### src/rtl/ntcb_pkg.sv
// Shared constants, types and register codes for the thermistor converter.
package ntcb_pkg;

  localparam int ADC_BITS_DEF = 10;
  localparam int SCALE_W      = 16;
  localparam int NOMINAL_W    = 20;
  localparam int BETA_W       = 16;

  localparam int CFG_IDX_W    = 2;
  localparam int CFG_DATA_W   = 20;
  localparam logic [CFG_IDX_W-1:0] REG_SCALE   = 2'd0;
  localparam logic [CFG_IDX_W-1:0] REG_NOMINAL = 2'd1;
  localparam logic [CFG_IDX_W-1:0] REG_BETA    = 2'd2;

  localparam logic [SCALE_W-1:0]   SCALE_RST   = 16'd4096;
  localparam logic [NOMINAL_W-1:0] NOMINAL_RST = 20'd100000;
  localparam logic [BETA_W-1:0]    BETA_RST    = 16'd3975;

  // log2 format: integer part plus fraction bits, Q1.30 mantissa
  localparam int FRAC_W = 24;
  localparam int LOGI_W = 5;
  localparam int LOG_W  = LOGI_W + FRAC_W;
  localparam int MANT_W = 31;

  localparam int LMAG_W = 29;
  localparam int TMAG_W = 30;
  localparam int DEN_W  = 34;
  localparam int D_W    = 33;
  localparam int BT_W   = 41;
  localparam int NUM_W  = 58;
  localparam int QUO_W  = 40;
  localparam int TEMP_W = 11;

  localparam logic [29:0] LN2_Q30  = 30'd744261118;
  localparam logic [24:0] T0_Q16   = 25'd19539558;
  localparam logic [24:0] KOFF_Q16 = 25'd17901158;

  localparam logic [1:0] ST_OK     = 2'd0;
  localparam logic [1:0] ST_FAILED = 2'd1;
  localparam logic [1:0] ST_RANGE  = 2'd2;

  localparam logic signed [TEMP_W-1:0] TEMP_MIN = -11'sd273;
  localparam logic signed [TEMP_W-1:0] TEMP_MAX = 11'sd1000;

  // what the last stage drives onto temp_celsius
  typedef enum logic [1:0] {
    K_CALC,
    K_ZERO,
    K_MIN,
    K_MAX
  } kind_t;

  typedef struct packed {
    kind_t      kind;
    logic [1:0] status;
  } ctl_t;

endpackage

### src/rtl/ntcb_den.sv
// ln scaling, beta-equation denominator and divider numerator.
module ntcb_den (
  input  logic                        clk,
  input  logic                        rst,
  input  logic                        up_valid,
  output logic                        up_ready,
  input  ntcb_pkg::ctl_t              up_ctl,
  input  logic [ntcb_pkg::LOG_W-1:0]  log_num,
  input  logic [ntcb_pkg::LOG_W-1:0]  log_den,
  input  logic [ntcb_pkg::BETA_W-1:0] beta_value,
  output logic                        dn_valid,
  input  logic                        dn_ready,
  output ntcb_pkg::ctl_t              dn_ctl,
  output logic [ntcb_pkg::D_W-1:0]    den,
  output logic [ntcb_pkg::NUM_W-1:0]  num
);
  import ntcb_pkg::*;

  localparam int NST = 5;

  logic [NST-1:0] v;
  logic [NST:0]   rdy;

  ctl_t              c0, c1, c2, c3, c4;
  logic              neg0, neg1, neg2;
  logic [LOG_W-1:0]  dmag0;
  logic [BT_W-1:0]   bt0, bt1, bt2, bt3;
  logic [LMAG_W-1:0] lmag1;
  logic [TMAG_W-1:0] tmag2;
  logic signed [DEN_W-1:0] den3;
  logic [D_W-1:0]    d4;
  logic [NUM_W-1:0]  n4;

  logic [59:0]       p1;
  logic [54:0]       p2;
  logic [DEN_W-1:0]  bsh;
  logic [NUM_W-1:0]  nsum;

  always_comb begin
    rdy[NST] = dn_ready;
    for (int i = NST - 1; i >= 0; i--) begin
      rdy[i] = !v[i] || rdy[i+1];
    end
  end

  assign p1   = 60'(dmag0) * 60'(LN2_Q30) + (60'd1 << 29);
  assign p2   = 55'(lmag1) * 55'(T0_Q16) + (55'd1 << 23);
  assign bsh  = DEN_W'(beta_value) << 16;
  assign nsum = (NUM_W'(bt3) << 16) + NUM_W'(den3[DEN_W-2:1]);

  always_ff @(posedge clk) begin
    if (rst) begin
      v <= '0;
    end else begin
      for (int i = 0; i < NST; i++) begin
        if (rdy[i]) v[i] <= ((i == 0) ? up_valid : v[(i == 0) ? 0 : i-1]);
      end
    end
  end

  always_ff @(posedge clk) begin
    if (rdy[0]) begin
      neg0  <= log_den > log_num;
      dmag0 <= (log_den > log_num) ? (log_den - log_num) : (log_num - log_den);
      bt0   <= BT_W'(beta_value) * BT_W'(T0_Q16);
      c0    <= up_ctl;
    end
    if (rdy[1]) begin
      lmag1 <= p1[30 +: LMAG_W];
      neg1  <= neg0;
      bt1   <= bt0;
      c1    <= c0;
    end
    if (rdy[2]) begin
      tmag2 <= p2[24 +: TMAG_W];
      neg2  <= neg1;
      bt2   <= bt1;
      c2    <= c1;
    end
    if (rdy[3]) begin
      den3 <= neg2 ? ($signed(bsh) - $signed(DEN_W'(tmag2)))
                   : ($signed(bsh) + $signed(DEN_W'(tmag2)));
      bt3  <= bt2;
      c3   <= c2;
    end
    if (rdy[4]) begin
      c4.status <= c3.status;
      if (c3.kind != K_CALC) begin
        c4.kind <= c3.kind;
      end else if (beta_value == '0 || den3 < 0) begin
        c4.kind <= K_MIN;
      end else if (den3 == 0) begin
        c4.kind <= K_MAX;
      end else if (D_W'(nsum[NUM_W-1:QUO_W]) >= den3[D_W-1:0]) begin
        // quotient would reach 2^40
        c4.kind <= K_MAX;
      end else begin
        c4.kind <= K_CALC;
      end
      d4 <= den3[D_W-1:0];
      n4 <= nsum;
    end
  end

  assign up_ready = rdy[0];
  assign dn_valid = v[NST-1];
  assign dn_ctl   = c4;
  assign den      = d4;
  assign num      = n4;

endmodule

### config.mk
export PLATFORM = sky130hd
export DESIGN_NAME = ntcb_den
export DESIGN_NICKNAME = d
export VERILOG_FILES = /design/src/rtl/ntcb_pkg.sv /design/src/rtl/ntcb_den.sv
export SDC_FILE = /design/constraint.sdc
export NUM_CORES = 2
export LEC_CHECK = 0
export BUFFER_PORTS_ARGS = -buffer_cell sky130_fd_sc_hd__buf_2
export CORE_MARGIN = 8
export CORE_UTILIZATION = 45
export DETAILED_ROUTE_END_ITERATION = 10
export PLACE_DENSITY_LB_ADDON = 0.2
export SETUP_SLACK_MARGIN = 0.2
export SLEW_MARGIN = 5
export SYNTH_ARGS = -nofsm -noshare
export SYNTH_HDL_FRONTEND = slang
export SYNTH_SLANG_ARGS = --single-unit
### constraint.sdc
create_clock -name clk -period 12.15 [get_ports clk]
set_input_delay 0.6075 -clock clk [delete_from_list [all_inputs] [get_ports clk]]
set_output_delay 0.6075 -clock clk [all_outputs]
set_load 0.01 [all_outputs]
======== Yosys cells after proc, flatten, opt, wreduce, memory -nomap -nowiden ========
Cells that the tools add are included.
word-level totals
  memory bits (writable) .................. 0
  register bits after elaboration ......... 401
  input bits .............................. 82
  word-level logic and storage cells ...... 61
  output and inout port bits .............. 97
  memory bits (read-only) ................. 0
  memories ................................ 0
  latch bits .............................. 0
cells by class
  reductions and logical operators ........ 14
  add/sub/neg operators ................... 7
  magnitude comparators ................... 3
  eq/ne operators ......................... 0
  muxes and demuxes ....................... 6
  bitwise gates (word level) .............. 0
  $mul .................................... 3
  shift operators ......................... 0
  divide/modulo/power cells ............... 0
operators with widths
  cell                    number
  $add 59x30->59 const B  1
  $add 57x32->58          1
  $mul 29x29->58 const B  1
  $sub 29x29->29          2
  $add 54x24->54 const B  1
  $mul 29x24->53 const B  1
  $mul 16x24->40 const B  1
  $logic_not 34->1        1
  $lt 34x1->1 const B     1
  $mux 34                 1
  $add 32x30->33          1
  $ge 18x33->1            1
  $sub 32x30->33          1
  $gt 29x29->1            1
  $mux 29                 1
  $logic_not 16->1        1
  $mux 2                  4
  $logic_or 1x1->1        6
  $logic_not 1->1         5
  $reduce_bool 2->1       1

======== Longest topological paths before layout ========
  depth after elaboration ................. 6
  mapped depth ............................ 31
  gate-level depth less buffers ........... 30

======== Least setup slack after synthesis ========
OpenSTA, ideal clock, no wires.
  path type ............................... reg2reg
  start ................................... register dmag0[25]
  end ..................................... register lmag1[28], data pin
  arrival time ............................ 8.384 ns
  library setup time ...................... 0.260 ns
  path buffers ............................ 0
  cell stages (with the launch flop) ...... 28
  clock period less this slack ............ 8.644 ns
  data required time ...................... 11.890 ns
  setup slack ............................. 3.506 ns
  path through ............................ edfxtp_1 > inv_1 > fa_1 > inv_1 > fa_1 > fa_1 > inv_1 > fa_1 > inv_1 > fa_1 > fa_1 > fa_1 > inv_1 > fa_1 > inv_1 > ha_1 > a21oi_1 > o21ai_1 > a2111oi_1 > a21boi_1 > a21oi_1 > xnor2_1 > and3_1 > nand4b_1 > nor4_2 > or4b_4 > nand4bb_1 > xnor2_1
between the ends
  longest elaborated chain between the ends .. 2
RTL lines
  item                    RTL line        RTL
  start, declared         ntcb_den.sv:26  logic [LOG_W-1:0] dmag0;
  start signal, assigned  ntcb_den.sv:64  dmag0 <= (log_den > log_num) ? (log_den - log_num) : (log_num - log_den);
  $mul 29x29->58          ntcb_den.sv:46  assign p1 = 60'(dmag0) * 60'(LN2_Q30) + (60'd1 << 29);
  $add 59x30->59          ntcb_den.sv:46
  net p1[58]              ntcb_den.sv:34  logic [59:0] p1;
  end signal, assigned    ntcb_den.sv:69  lmag1 <= p1[30 +: LMAG_W];
  end, declared           ntcb_den.sv:28  logic [LMAG_W-1:0] lmag1;
The timed path passes the listed nets, and every way through them passes these cells.
A chain may end at the register's enable or synchronous reset.

======== Worst setup path after layout ========
Ends and elaborated chain as after synthesis.

==> summary.md <==
| Metric | Value |
|---|---|
| Outcome | finished, final reports clean |
| Largest net degree at the start of global routing | 76 |
| Initial antenna violation count | 4 |
| Routed vias | 32452 |
| Post-DP HPWL | 102 mm |
| Area growth from synthesis to layout | 7.83% |
| Fmax | 101 MHz |
| Post-CTS setup buffer count | 0 |
| Initial Util | 45.3% |
| Worst-path clk slew | 0.06 ns |
| RSZ-0062 raised after global routing | false |
| CTS buffer count | 42 |
| Mapped Nets | 6315 |
| Post-synth EDFFs | 379 |
| Ys async rst share | 0% |
| Period utilization | 81.7% |
| Layout cells sized above 1 | 6.04% |
| # rows | 122 |
| Final hold viol count | 0 |
| Synthesized flop and latch total | 384 |
| Die H | 350 um |
| Buffers on Ports | 178 |
| Maxcap violations | 0 |
| Hold buffers post-CTS | 0 |
| Placed cells | 6297 |
| Post-Route Setup TNS | 0 ns |
| Vias in the first global route | 34135 |
| Worst slew pin tran | 1.27 ns |
| Die X | 350 um |
| Cell Area, Synth | 50100 um2 |
| Unique cell type count in the Yosys netlist | 87 |
| Clock latency on the worst-skew pair | 0.59 ns |
| Post-DR wirelength/cell | 18.5 um |
| Post-Syn Area per Cell | 10.7 um2 |
| Commonest non-fill, non-tap cells in the layout | 1141 x inv_1, 916 x ha_1, 637 x fa_1, 379 x edfxtp_1, 223 x a21oi_1 |
| Arrival time worst endpoint | 10.24 ns |
| DRT Pass-1 Iters | 5 |
| Clock Sinks | 384 |
| Die area | 122000 um2 |
| CTS resizes | 0 |
| FILL cells | 10240 |
| Critical path class | register to register |
| Clock Skews | 0.0348 ns |
| Core area | 111000 um2 |
| Clk root buf | clkbuf_16 |
| Max-slew headroom at the worst pin | 14.5% |
| Clock Path Buffers | 3 |
| # nets final | 6488 |
| Hold Path Class | primary input to register |
| Initial DRC count | 1634 |
| Sequential share of the synthesized area | 22.9% |
| Worst hold slack | 0.206 ns |
| Overflow left after global routing | 0 |
| Routed vias/inst | 5.09 |
| Synth Flop Type | edfxtp_1 |
| Antenna-violating nets left | 0 |
| GPL Wtd Cong | 0.921 |
| Number of remaining DRC errors | 0 |
| Gate Count Post-Synth | 4680 |
| Diodes inserted | 0 |
| H-tree level count | 2 |
| Required @ worst endpoint | 12.46 ns |
| Critical path capture point type | register |
| IO Pins | 179 |
| TritonCTS clock tree | yes |
| Final Slew Violations | 0 |
| First-pass GRT wire length | 188 mm |
| Yosys warnings | 0 |
| Fin crit period | 9.93 ns |
| Final setup fails | 0 |
| Most common cell after layout, fill and taps aside | inv_1 |
| Final wirelength | 118 mm |
| Startpoint Class | register |
| Total track usage | 19.4% |
| CP max FO | 7 |
| Final non-filler cell total | 6373 |
[metal layers]
metal	GRT usage [%]	routed length (um)
met3	2.89	5790
met2	32.2	54300
met4	4.83	3160
met1	26.8	54600
met5	0	0
[state kept, by name, summed over array words and instances, names as in the netlist, 29 cells and up]
signal  flops
num        41
bt0        40
bt1        40
bt2        40
bt3        40
den3       34
den        33
tmag2      30
dmag0      29
lmag1      29
[synthesized netlist by cell type, types with 27 or more instances]
master	number	share of area [%]
a21o_1	98	1.5
a21oi_1	223	2.2
and3_1	36	0.45
clkbuf_1	40	0.30
edfxtp_1	379	23
fa_1	637	25
ha_1	916	23
inv_1	1143	8.6
mux2i_1	27	0.54
nand2_1	149	1.1
nand3_1	52	0.52
nand4_1	35	0.44
nor2_1	134	1.0
nor3_1	41	0.41
o21ai_0	89	0.89
o21bai_1	49	0.73
xnor2_1	177	3.1
xor2_1	67	1.2
[final timing paths]
| path | startpoint | end | slack [ns] | cells past startpoint |
|---|---|---|---|---|
| min | up_ctl[2] | c0[2]$_DFFE_PP_ | 0.21 | 1 |
| max reg2reg | dmag0[25]$_DFFE_PP_ | lmag1[28]$_DFFE_PP_ | 2.22 | 27 |
| max | dmag0[25]$_DFFE_PP_ | lmag1[28]$_DFFE_PP_ | 2.22 | 27 |
| min reg2reg | bt2[33]$_DFFE_PP_ | bt3[33]$_DFFE_PP_ | 0.41 | 0 |
[cell type report]
type / instances / area (um2) / share of cell area (%)
flip-flops and latches: 384 / 11500 / 21.3
clock buffers: 55 / 1100 / 2.04
clock inverters: 21 / 235 / 0.436
multi-input cells: 3088 / 34000 / 63.0
inverters: 1143 / 4290 / 7.95
repair buffers: 194 / 1010 / 1.87
well taps: 1488 / 1860 / 3.45
[metrics by stage]
step                      setup WS (ns)  instance area [um2]  util, %
after floorplan                    3.51                50100        -
after global placement             2.31                52700     47.6
after detailed placement           2.13                52700     47.6
after CTS                          2.16                54000     48.9
after global routing               1.56                54000     48.9
final                              2.22                54000     48.9
[worst max-delay path, cell delays in order, from the launching register on]
cell and delay (ns):
edfxtp_1 0.54, inv_1 0.33, fa_1 0.62, inv_1 0.09, fa_1 0.50, fa_1 0.52
inv_1 0.05, fa_1 0.49, inv_1 0.05, fa_1 0.52, fa_1 0.44, fa_1 0.55
inv_1 0.06, fa_1 0.52, inv_1 0.05, ha_1 0.34, a21oi_1 0.22, o21ai_1 0.14
a2111oi_1 0.82, a21boi_1 0.30, a21oi_1 0.22, xnor2_1 0.17, and3_1 0.25, nand4b_1 0.28
nor4_2 0.68, or4b_4 0.55, nand4bb_1 0.22, xnor2_1 0.15
[kinds of logic after synthesis]
logic type	count (synthesis)	synth area share, %
muxes	28	0.562
buffers and inverters	1208	9.20
AOI/OAI and AO/OA	671	8.71
adders and majority gates	1553	48.4
DFF	384	22.9
and+or+nand+nor	592	5.97
xor gates and xnor gates	244	4.27
Power is not shown: default switching activity piles up to over one toggle a cycle in this logic, so the estimate is an artifact.
