$ cat src/rtl/ntcb_pkg.sv
// Shared constants, types and register codes for the thermistor converter.
package ntcb_pkg;

  localparam int ADC_BITS_DEF = 10;
  localparam int SCALE_W      = 16;
  localparam int NOMINAL_W    = 20;
  localparam int BETA_W       = 16;

  localparam int CFG_IDX_W    = 2;
  localparam int CFG_DATA_W   = 20;
  localparam logic [CFG_IDX_W-1:0] REG_SCALE   = 2'd0;
  localparam logic [CFG_IDX_W-1:0] REG_NOMINAL = 2'd1;
  localparam logic [CFG_IDX_W-1:0] REG_BETA    = 2'd2;

  localparam logic [SCALE_W-1:0]   SCALE_RST   = 16'd4096;
  localparam logic [NOMINAL_W-1:0] NOMINAL_RST = 20'd100000;
  localparam logic [BETA_W-1:0]    BETA_RST    = 16'd3975;

  // log2 format: integer part plus fraction bits, Q1.30 mantissa
  localparam int FRAC_W = 24;
  localparam int LOGI_W = 5;
  localparam int LOG_W  = LOGI_W + FRAC_W;
  localparam int MANT_W = 31;

  localparam int LMAG_W = 29;
  localparam int TMAG_W = 30;
  localparam int DEN_W  = 34;
  localparam int D_W    = 33;
  localparam int BT_W   = 41;
  localparam int NUM_W  = 58;
  localparam int QUO_W  = 40;
  localparam int TEMP_W = 11;

  localparam logic [29:0] LN2_Q30  = 30'd744261118;
  localparam logic [24:0] T0_Q16   = 25'd19539558;
  localparam logic [24:0] KOFF_Q16 = 25'd17901158;

  localparam logic [1:0] ST_OK     = 2'd0;
  localparam logic [1:0] ST_FAILED = 2'd1;
  localparam logic [1:0] ST_RANGE  = 2'd2;

  localparam logic signed [TEMP_W-1:0] TEMP_MIN = -11'sd273;
  localparam logic signed [TEMP_W-1:0] TEMP_MAX = 11'sd1000;

  // what the last stage drives onto temp_celsius
  typedef enum logic [1:0] {
    K_CALC,
    K_ZERO,
    K_MIN,
    K_MAX
  } kind_t;

  typedef struct packed {
    kind_t      kind;
    logic [1:0] status;
  } ctl_t;

endpackage

$ cat src/rtl/ntcb_fin.sv
// Kelvin to Celsius, rounding, saturation and the output register.
module ntcb_fin (
  input  logic                               clk,
  input  logic                               rst,
  input  logic                               up_valid,
  output logic                               up_ready,
  input  ntcb_pkg::ctl_t                     up_ctl,
  input  logic [ntcb_pkg::QUO_W-1:0]         quo,
  output logic                               dn_valid,
  input  logic                               dn_ready,
  output logic signed [ntcb_pkg::TEMP_W-1:0] temp_celsius,
  output logic [1:0]                         status
);
  import ntcb_pkg::*;

  localparam int NST  = 2;
  localparam int TC_W = QUO_W + 2;
  localparam int R_W  = TC_W - 16;

  logic [NST-1:0] v;
  logic [NST:0]   rdy;

  logic signed [TC_W-1:0] tc0;
  ctl_t                   c0;
  logic [TC_W-1:0]        rr;
  logic [R_W-1:0]         r;
  logic signed [TEMP_W-1:0] tval;

  always_comb begin
    rdy[NST] = dn_ready;
    for (int i = NST - 1; i >= 0; i--) begin
      rdy[i] = !v[i] || rdy[i+1];
    end
  end

  // round half away from zero on the magnitude
  always_comb begin
    if (tc0 >= 0) begin
      rr = TC_W'(tc0) + TC_W'(32768);
    end else begin
      rr = TC_W'(32768) - TC_W'(tc0);
    end
    r = rr[TC_W-1:16];
    case (c0.kind)
      K_ZERO:  tval = '0;
      K_MIN:   tval = TEMP_MIN;
      K_MAX:   tval = TEMP_MAX;
      default: begin
        if (tc0 >= 0) begin
          tval = (r > R_W'(1000)) ? TEMP_MAX : $signed(TEMP_W'(r));
        end else begin
          tval = (r > R_W'(273)) ? TEMP_MIN : -$signed(TEMP_W'(r));
        end
      end
    endcase
  end

  always_ff @(posedge clk) begin
    if (rst) begin
      v <= '0;
    end else begin
      for (int i = 0; i < NST; i++) begin
        if (rdy[i]) v[i] <= ((i == 0) ? up_valid : v[(i == 0) ? 0 : i-1]);
      end
    end
  end

  always_ff @(posedge clk) begin
    if (rdy[0]) begin
      tc0 <= $signed(TC_W'(quo)) - $signed(TC_W'(KOFF_Q16));
      c0  <= up_ctl;
    end
    if (rdy[1]) begin
      temp_celsius <= tval;
      status       <= c0.status;
    end
  end

  assign up_ready = rdy[0];
  assign dn_valid = v[NST-1];

endmodule

$ cat config.mk
export PLATFORM = sky130hd
export DESIGN_NAME = ntcb_fin
export DESIGN_NICKNAME = d
export VERILOG_FILES = /design/src/rtl/ntcb_pkg.sv /design/src/rtl/ntcb_fin.sv
export SDC_FILE = /design/constraint.sdc
export NUM_CORES = 1
export LEC_CHECK = 0
export BUFFER_PORTS_ARGS = -buffer_cell sky130_fd_sc_hd__buf_2
export CAP_MARGIN = 0
export CORE_MARGIN = 10
export CORE_UTILIZATION = 60
export CTS_BUF_LIST = sky130_fd_sc_hd__clkbuf_2 sky130_fd_sc_hd__clkbuf_4 sky130_fd_sc_hd__clkbuf_8
export DETAILED_ROUTE_END_ITERATION = 10
export PLACE_DENSITY_LB_ADDON = 0.2
export SLEW_MARGIN = 30
export SYNTH_ARGS = -nofsm -noshare
export SYNTH_HDL_FRONTEND = slang
export SYNTH_SLANG_ARGS = --single-unit
$ cat constraint.sdc
create_clock -name clk -period 6.1 [get_ports clk]
set_input_delay 0 -clock clk [delete_from_list [all_inputs] [get_ports clk]]
set_output_delay 0 -clock clk [all_outputs]
set_load 0.1 [all_outputs]
# Yosys cells after proc, flatten, opt, wreduce, memory -nomap -nowiden
# Cells that the tools add are included.
dict set report classes {
  n_addsub 4
  multipliers 0
  div_mod_pow 0
  magnitude_cmp 3
  eq_ne 3
  n_shift 0
  n_mux 5
  bitwise_logic 0
  n_reduce_logical 4
}
# operator n
set op_table {}
lappend op_table {{adder 42 x 17 -> 42 bit (second input constant)} 1}
lappend op_table {{greater-or-equal comparator 42 x 1 -> 1 bit (second input constant)} 1}
lappend op_table {{two-way mux 42 bit} 1}
lappend op_table {{subtractor 17 x 42 -> 42 bit (first input constant)} 1}
lappend op_table {{subtractor 40 x 25 -> 41 bit (second input constant)} 1}
lappend op_table {{two-way mux 11 bit} 3}
lappend op_table {{one-hot mux 11 bit (3 select lines)} 1}
lappend op_table {{> comparator 26 x 10 -> 1 bit (second input constant)} 1}
lappend op_table {{> comparator 26 x 9 -> 1 bit (second input constant)} 1}
lappend op_table {{negation 11 bit} 1}
lappend op_table {{equality test 2 bit (second input constant)} 2}
lappend op_table {{equality test 2 x 1 -> 1 bit (second input constant)} 1}
lappend op_table {{zero test 1 bit} 2}
lappend op_table {{logical OR 1 bit} 2}
dict set report word_totals {
  regBits 61
  latchBits 0
  ram_bits 0
  romBits 0
  inputBits 48
  n_memories 0
}

# Depth between registers and ports, before layout
dict set report logic_depth {
  word_depth 6
  ltp_mapped 14
}

# Worst setup path before layout
# No wires, ideal clock.
dict set report synth_timing {
  path_kind {reg2reg}
  start {reg tc0[16]}
  end {reg temp_celsius[8] (netlist bit) (data pin)}
  setup_time_ps 261
  arrival_time_ps 3508
  required_ps 5839
  slack_ps 2331
  path_stages_with_launch 15
  n_path_buf 1
  period_less_slack_ps 3769
  cell_sequence {edfxtp_1 -> clkbuf_1 -> inv_1 -> ha_1 -> or4b_1 -> nor4_4 -> o31ai_1 -> xnor2_1 -> ha_1 -> inv_1 -> nor4_1 -> nand4_1 -> xor2_1 -> nor2_1 -> a221o_1}
}
dict set report synth_between {
  elab_chain_len 6
}
# element line
set synth_rtl {}
lappend synth_rtl {{from (decl)} ntcb_fin.sv:23} ;# logic signed [TC_W-1:0] tc0;
lappend synth_rtl {{from (signal assigned)} ntcb_fin.sv:70} ;# tc0 <= $signed(TC_W'(quo)) - $signed(TC_W'(KOFF_Q16));
lappend synth_rtl {{subtractor 17 x 42 -> 42 bit, or another cell as far along} ntcb_fin.sv:41} ;# rr = TC_W'(32768) - TC_W'(tc0);
lappend synth_rtl {{two-way mux 42 bit} ntcb_fin.sv:38} ;# if (tc0 >= 0) begin
lappend synth_rtl {{> comparator 26 x 9 -> 1 bit, or another cell as far along} ntcb_fin.sv:52} ;# tval = (r > R_W'(273)) ? TEMP_MIN : -$signed(TEMP_W'(r));
lappend synth_rtl {{two-way mux 11 bit (on tied branches)} {ntcb_fin.sv:52, ntcb_fin.sv:50}}
lappend synth_rtl {{two-way mux 11 bit *} ntcb_fin.sv:49} ;# if (tc0 >= 0) begin
lappend synth_rtl {{one-hot mux 11 bit (3 select lines) *} ntcb_fin.sv:44} ;# case (c0.kind)
lappend synth_rtl {{via tval[8]} ntcb_fin.sv:27} ;# logic signed [TEMP_W-1:0] tval;
lappend synth_rtl {{to (signal assigned)} ntcb_fin.sv:74} ;# temp_celsius <= tval;
lappend synth_rtl {{to (decl)} ntcb_fin.sv:11} ;# output logic signed [ntcb_pkg::TEMP_W-1:0] temp_celsius,
# Mark *: on every way through the listed nets, which the timed path passes. The rest lies on a longest branch.
# A chain may end at the register's enable or synchronous reset.

# Final worst setup path
# Ends and elaborated chain as after synthesis.

==> impl_metrics.ini <==
[final_layout]
area_growth_pct = 17.21
filler_cell_count = 561
design_area_um2 = 5623
final_layout_size_suffix_gt1_share_pct = 17.80
finalNetCount = 651
finalNonFillerCells = 703
antennaDiodeCount = 0

[setup_path]
worst_path_largest_cell_delay_ns = 0.64
cp-start-kind = flip-flop
critical_path.reg2reg.startpoint = tc0[16]
worstRegToRegCells = 13
crit_path_max_fanout = 13
timing.critical_path.cells = inv_1 -> ha_1 -> or4b_1 -> nor4_4 -> o31ai_1 -> xnor2_1 -> ha_1 -> inv_1 -> nor4_1 -> nand4_1 -> xor2_1 -> nor2_1 -> a221o_1
cp_slowest_cell = nor4_1
endpoint_kind = flip-flop
timing.setup.critical_path_class = reg2reg
r2r_setup_slack_ns = 1.72
worst-endpoint-arrival_ns = 4.47
critPathRequiredTime_ns = 6.19
regToRegEndpoint = temp_celsius[8]

[floorplan]
dieArea_um2 = 11970
dieWidth_um = 109.4
io_pins = 63
floorplan.initialDensity_pct = 61.76
core-area_um2 = 7767
dieHeight_um = 109.4
rows = 32

[clock_network]
postCtsSetupBuffers = 0
cts_buffers = 9
cts_tree = done
clock_slew_seen_by_the_registers_of_the_worst_setup_and_hold_paths_ns = 0.08
max_h_tree_level = 3
cts.sinks = 60
cts-root-to-sink-buffers = 2
clockRootBuffer = clkbuf_8
clock_latency_ns = 0.35

[worst_hold_path]
worst_hold_path.endpoint = tc0[7]
type_of_the_most_critical_hold_path = in2reg
whs_path_depth = 2
hold_path_startpoint = quo[7]

[timing]
hold_violations = 0
whs_ns = 0.01056
grt_setup_unrepaired = no
clock.fmax_mhz = 228.3
slew-limit-headroom_pct = 39.93
skew_ns = 0.01250
report.final.setup_viol = 0
measured_slew_at_the_worst_slew_check_pin_ns = 0.8929
finalMaxSlewViolations = 0
setup-tns-final_ns = 0
post_route_clock_period_utilization_pct = 71.80
final.min_clock_period_ns = 4.380

[pwr]
p_per_area_nw_per_um2 = 213.7
vdd_ir_drop_max_mv = 0.1404
leakage_nw = 2.026

[synthesis]
synthDominantCellAreaShare_pct = 36.31
synthesis.area_um2 = 4797
number_of_synthesized_register_bits = 60
synth_area_per_cell_um2 = 9.333
synth_edf_count = 58
synth_top_area_cell = edfxtp_1
ys_async_sr_fraction_pct = 0
cell_count_after_synthesis = 514
synth_most_common_cell = edfxtp_1
netlist-cell-type-count = 81
commonest_cells_in_the_synthesized_netlist = edfxtp_1 (58), nor2_1 (47), nand2_1 (38), xnor2_1 (36), nand3_1 (24)
synth.net_count = 569
yosysWarningCount = 0
postSynth.topFlopCell = edfxtp_1
synth_top_cells_by_area = edfxtp_1 (36%), xnor2_1 (6.6%), nor2_1 (3.7%)
synth-seq-area-share_pct = 37.14

[place]
number_of_cells_in_the_design_after_placement = 652
place_area_um2 = 5077
globalplace.congestion = 1.031
count_of_input_and_output_buffers = 62
dp_hpwl_um = 9730

[flow_run]
max_cap_violations = 0

[routing]
post-route-drc-count = 0
routed_via_density = 6.553
routed-via-count = 4607
routed_wl_um = 13990
drt.antenna.violating_nets = 0
drt_pre_antenna_iters = 6
drt-initial-drc-count = 615
wl_per_cell_um = 19.90

[global_routing]
wire_length_of_the_first_global_routing_pass_um = 22440
overflow = 0
gr-usage-all-layers_pct = 23.34
initial_antenna_violation_count = 0
grt_start_max_net_pins = 47
vias_in_the_first_global_route = 4490

[run_status]
run_status = completed
## logic make-up after synthesis
logic type                 Yosys count  synth area share, %
and+or+nand+nor                    226                26.73
AOI/OAI and AO/OA                  117                18.34
DFF                                 60                37.14
xor gates and xnor gates            54                9.859
buffers and inverters               45                5.060
adders and majority gates            7                1.826
muxes                                5                1.043
## stage by stage
stage               power [mW]  worst slack [ns]  utilization [%]
finish                   1.202             1.720            72.39
global route             1.253             1.482            72.39
detailed placement      0.8250             1.932            65.37
CTS                      1.196             1.795            72.39
floorplan               0.7504             2.331                -
global placement        0.8181             2.044            65.37
## sequential cells by signal (all words and copies together) (netlist names)
name          cells
c0                4
status            2
tc0              41
temp_celsius     11
v                 2
## power by group
part	total (mW)	internal, mW	switching [mW]
Sequential	0.549	0.492	0.0574
Clock	0.357	0.193	0.164
Combinational	0.295	0.109	0.186
## placed cells by master, fill, tap and decap left out, drive strengths merged, types with 17 or more instances in the layout
cell type | synthesis | routed
nand2 | 38 | 38
nand4 | 19 | 19
nor4 | 22 | 22
inv | 16 | 17
dlygate4sd3 | 0 | 35
nor2 | 49 | 49
nor3 | 22 | 22
nand3 | 24 | 24
buf | 9 | 65
edfxtp | 58 | 58
xnor2 | 36 | 36
o21ai | 20 | 20
xor2 | 18 | 18
## worst max-delay path by stage
stage	startpoint	endpoint	slack (ns)	cells past startpoint
after floorplan	tc0[16]	temp_celsius[8]	2.33	14
after global placement	tc0[16]	temp_celsius[4]	2.04	11
after detailed placement	tc0[16]	temp_celsius[8]	1.93	13
after CTS	tc0[16]	temp_celsius[8]	1.80	13
after global routing	tc0[16]	temp_celsius[8]	1.48	13
final	tc0[16]	temp_celsius[8]	1.72	13
## worst max-delay path, delay by kind of cell, from the launching register on
kind,cells,cell delay [ns]
AND/OR/NAND/NOR,5,1.82
flip-flops,1,0.59
XOR/XNOR,2,0.55
AO/OA/AOI/OAI,2,0.45
adder cells (fa/ha/maj),2,0.42
buffers and inverters,2,0.29
## area by class of cell
class	count	area [um2]	area share, %
multi-input combinational	409	2775	49.35
sequential	60	1782	31.69
timing repair buffer	100	683.2	12.15
clock buffer	10	131.4	2.336
tap	102	127.6	2.270
clock inverter	6	63.81	1.135
inverter	16	60.06	1.068
## what timing repair did
item / 4_1_cts / 5_1_grt
endpoints found under the hold margin: 34 / 0
gates resized for setup: 0 / 0
hold buffers: 35 / 0
endpoints found under the setup margin: 0 / 0
## metal layers
metal / up-vias / global-route usage (%) / wire (um)
met3: 31 / 5.851 / 1385
met2: 292 / 37.90 / 6641
li1: 2145 / - / -
met5: - / 0 / 0
met1: 2139 / 29.15 / 5665
met4: 0 / 9.387 / 297
Note: power is estimated with default switching activity, not from simulation.
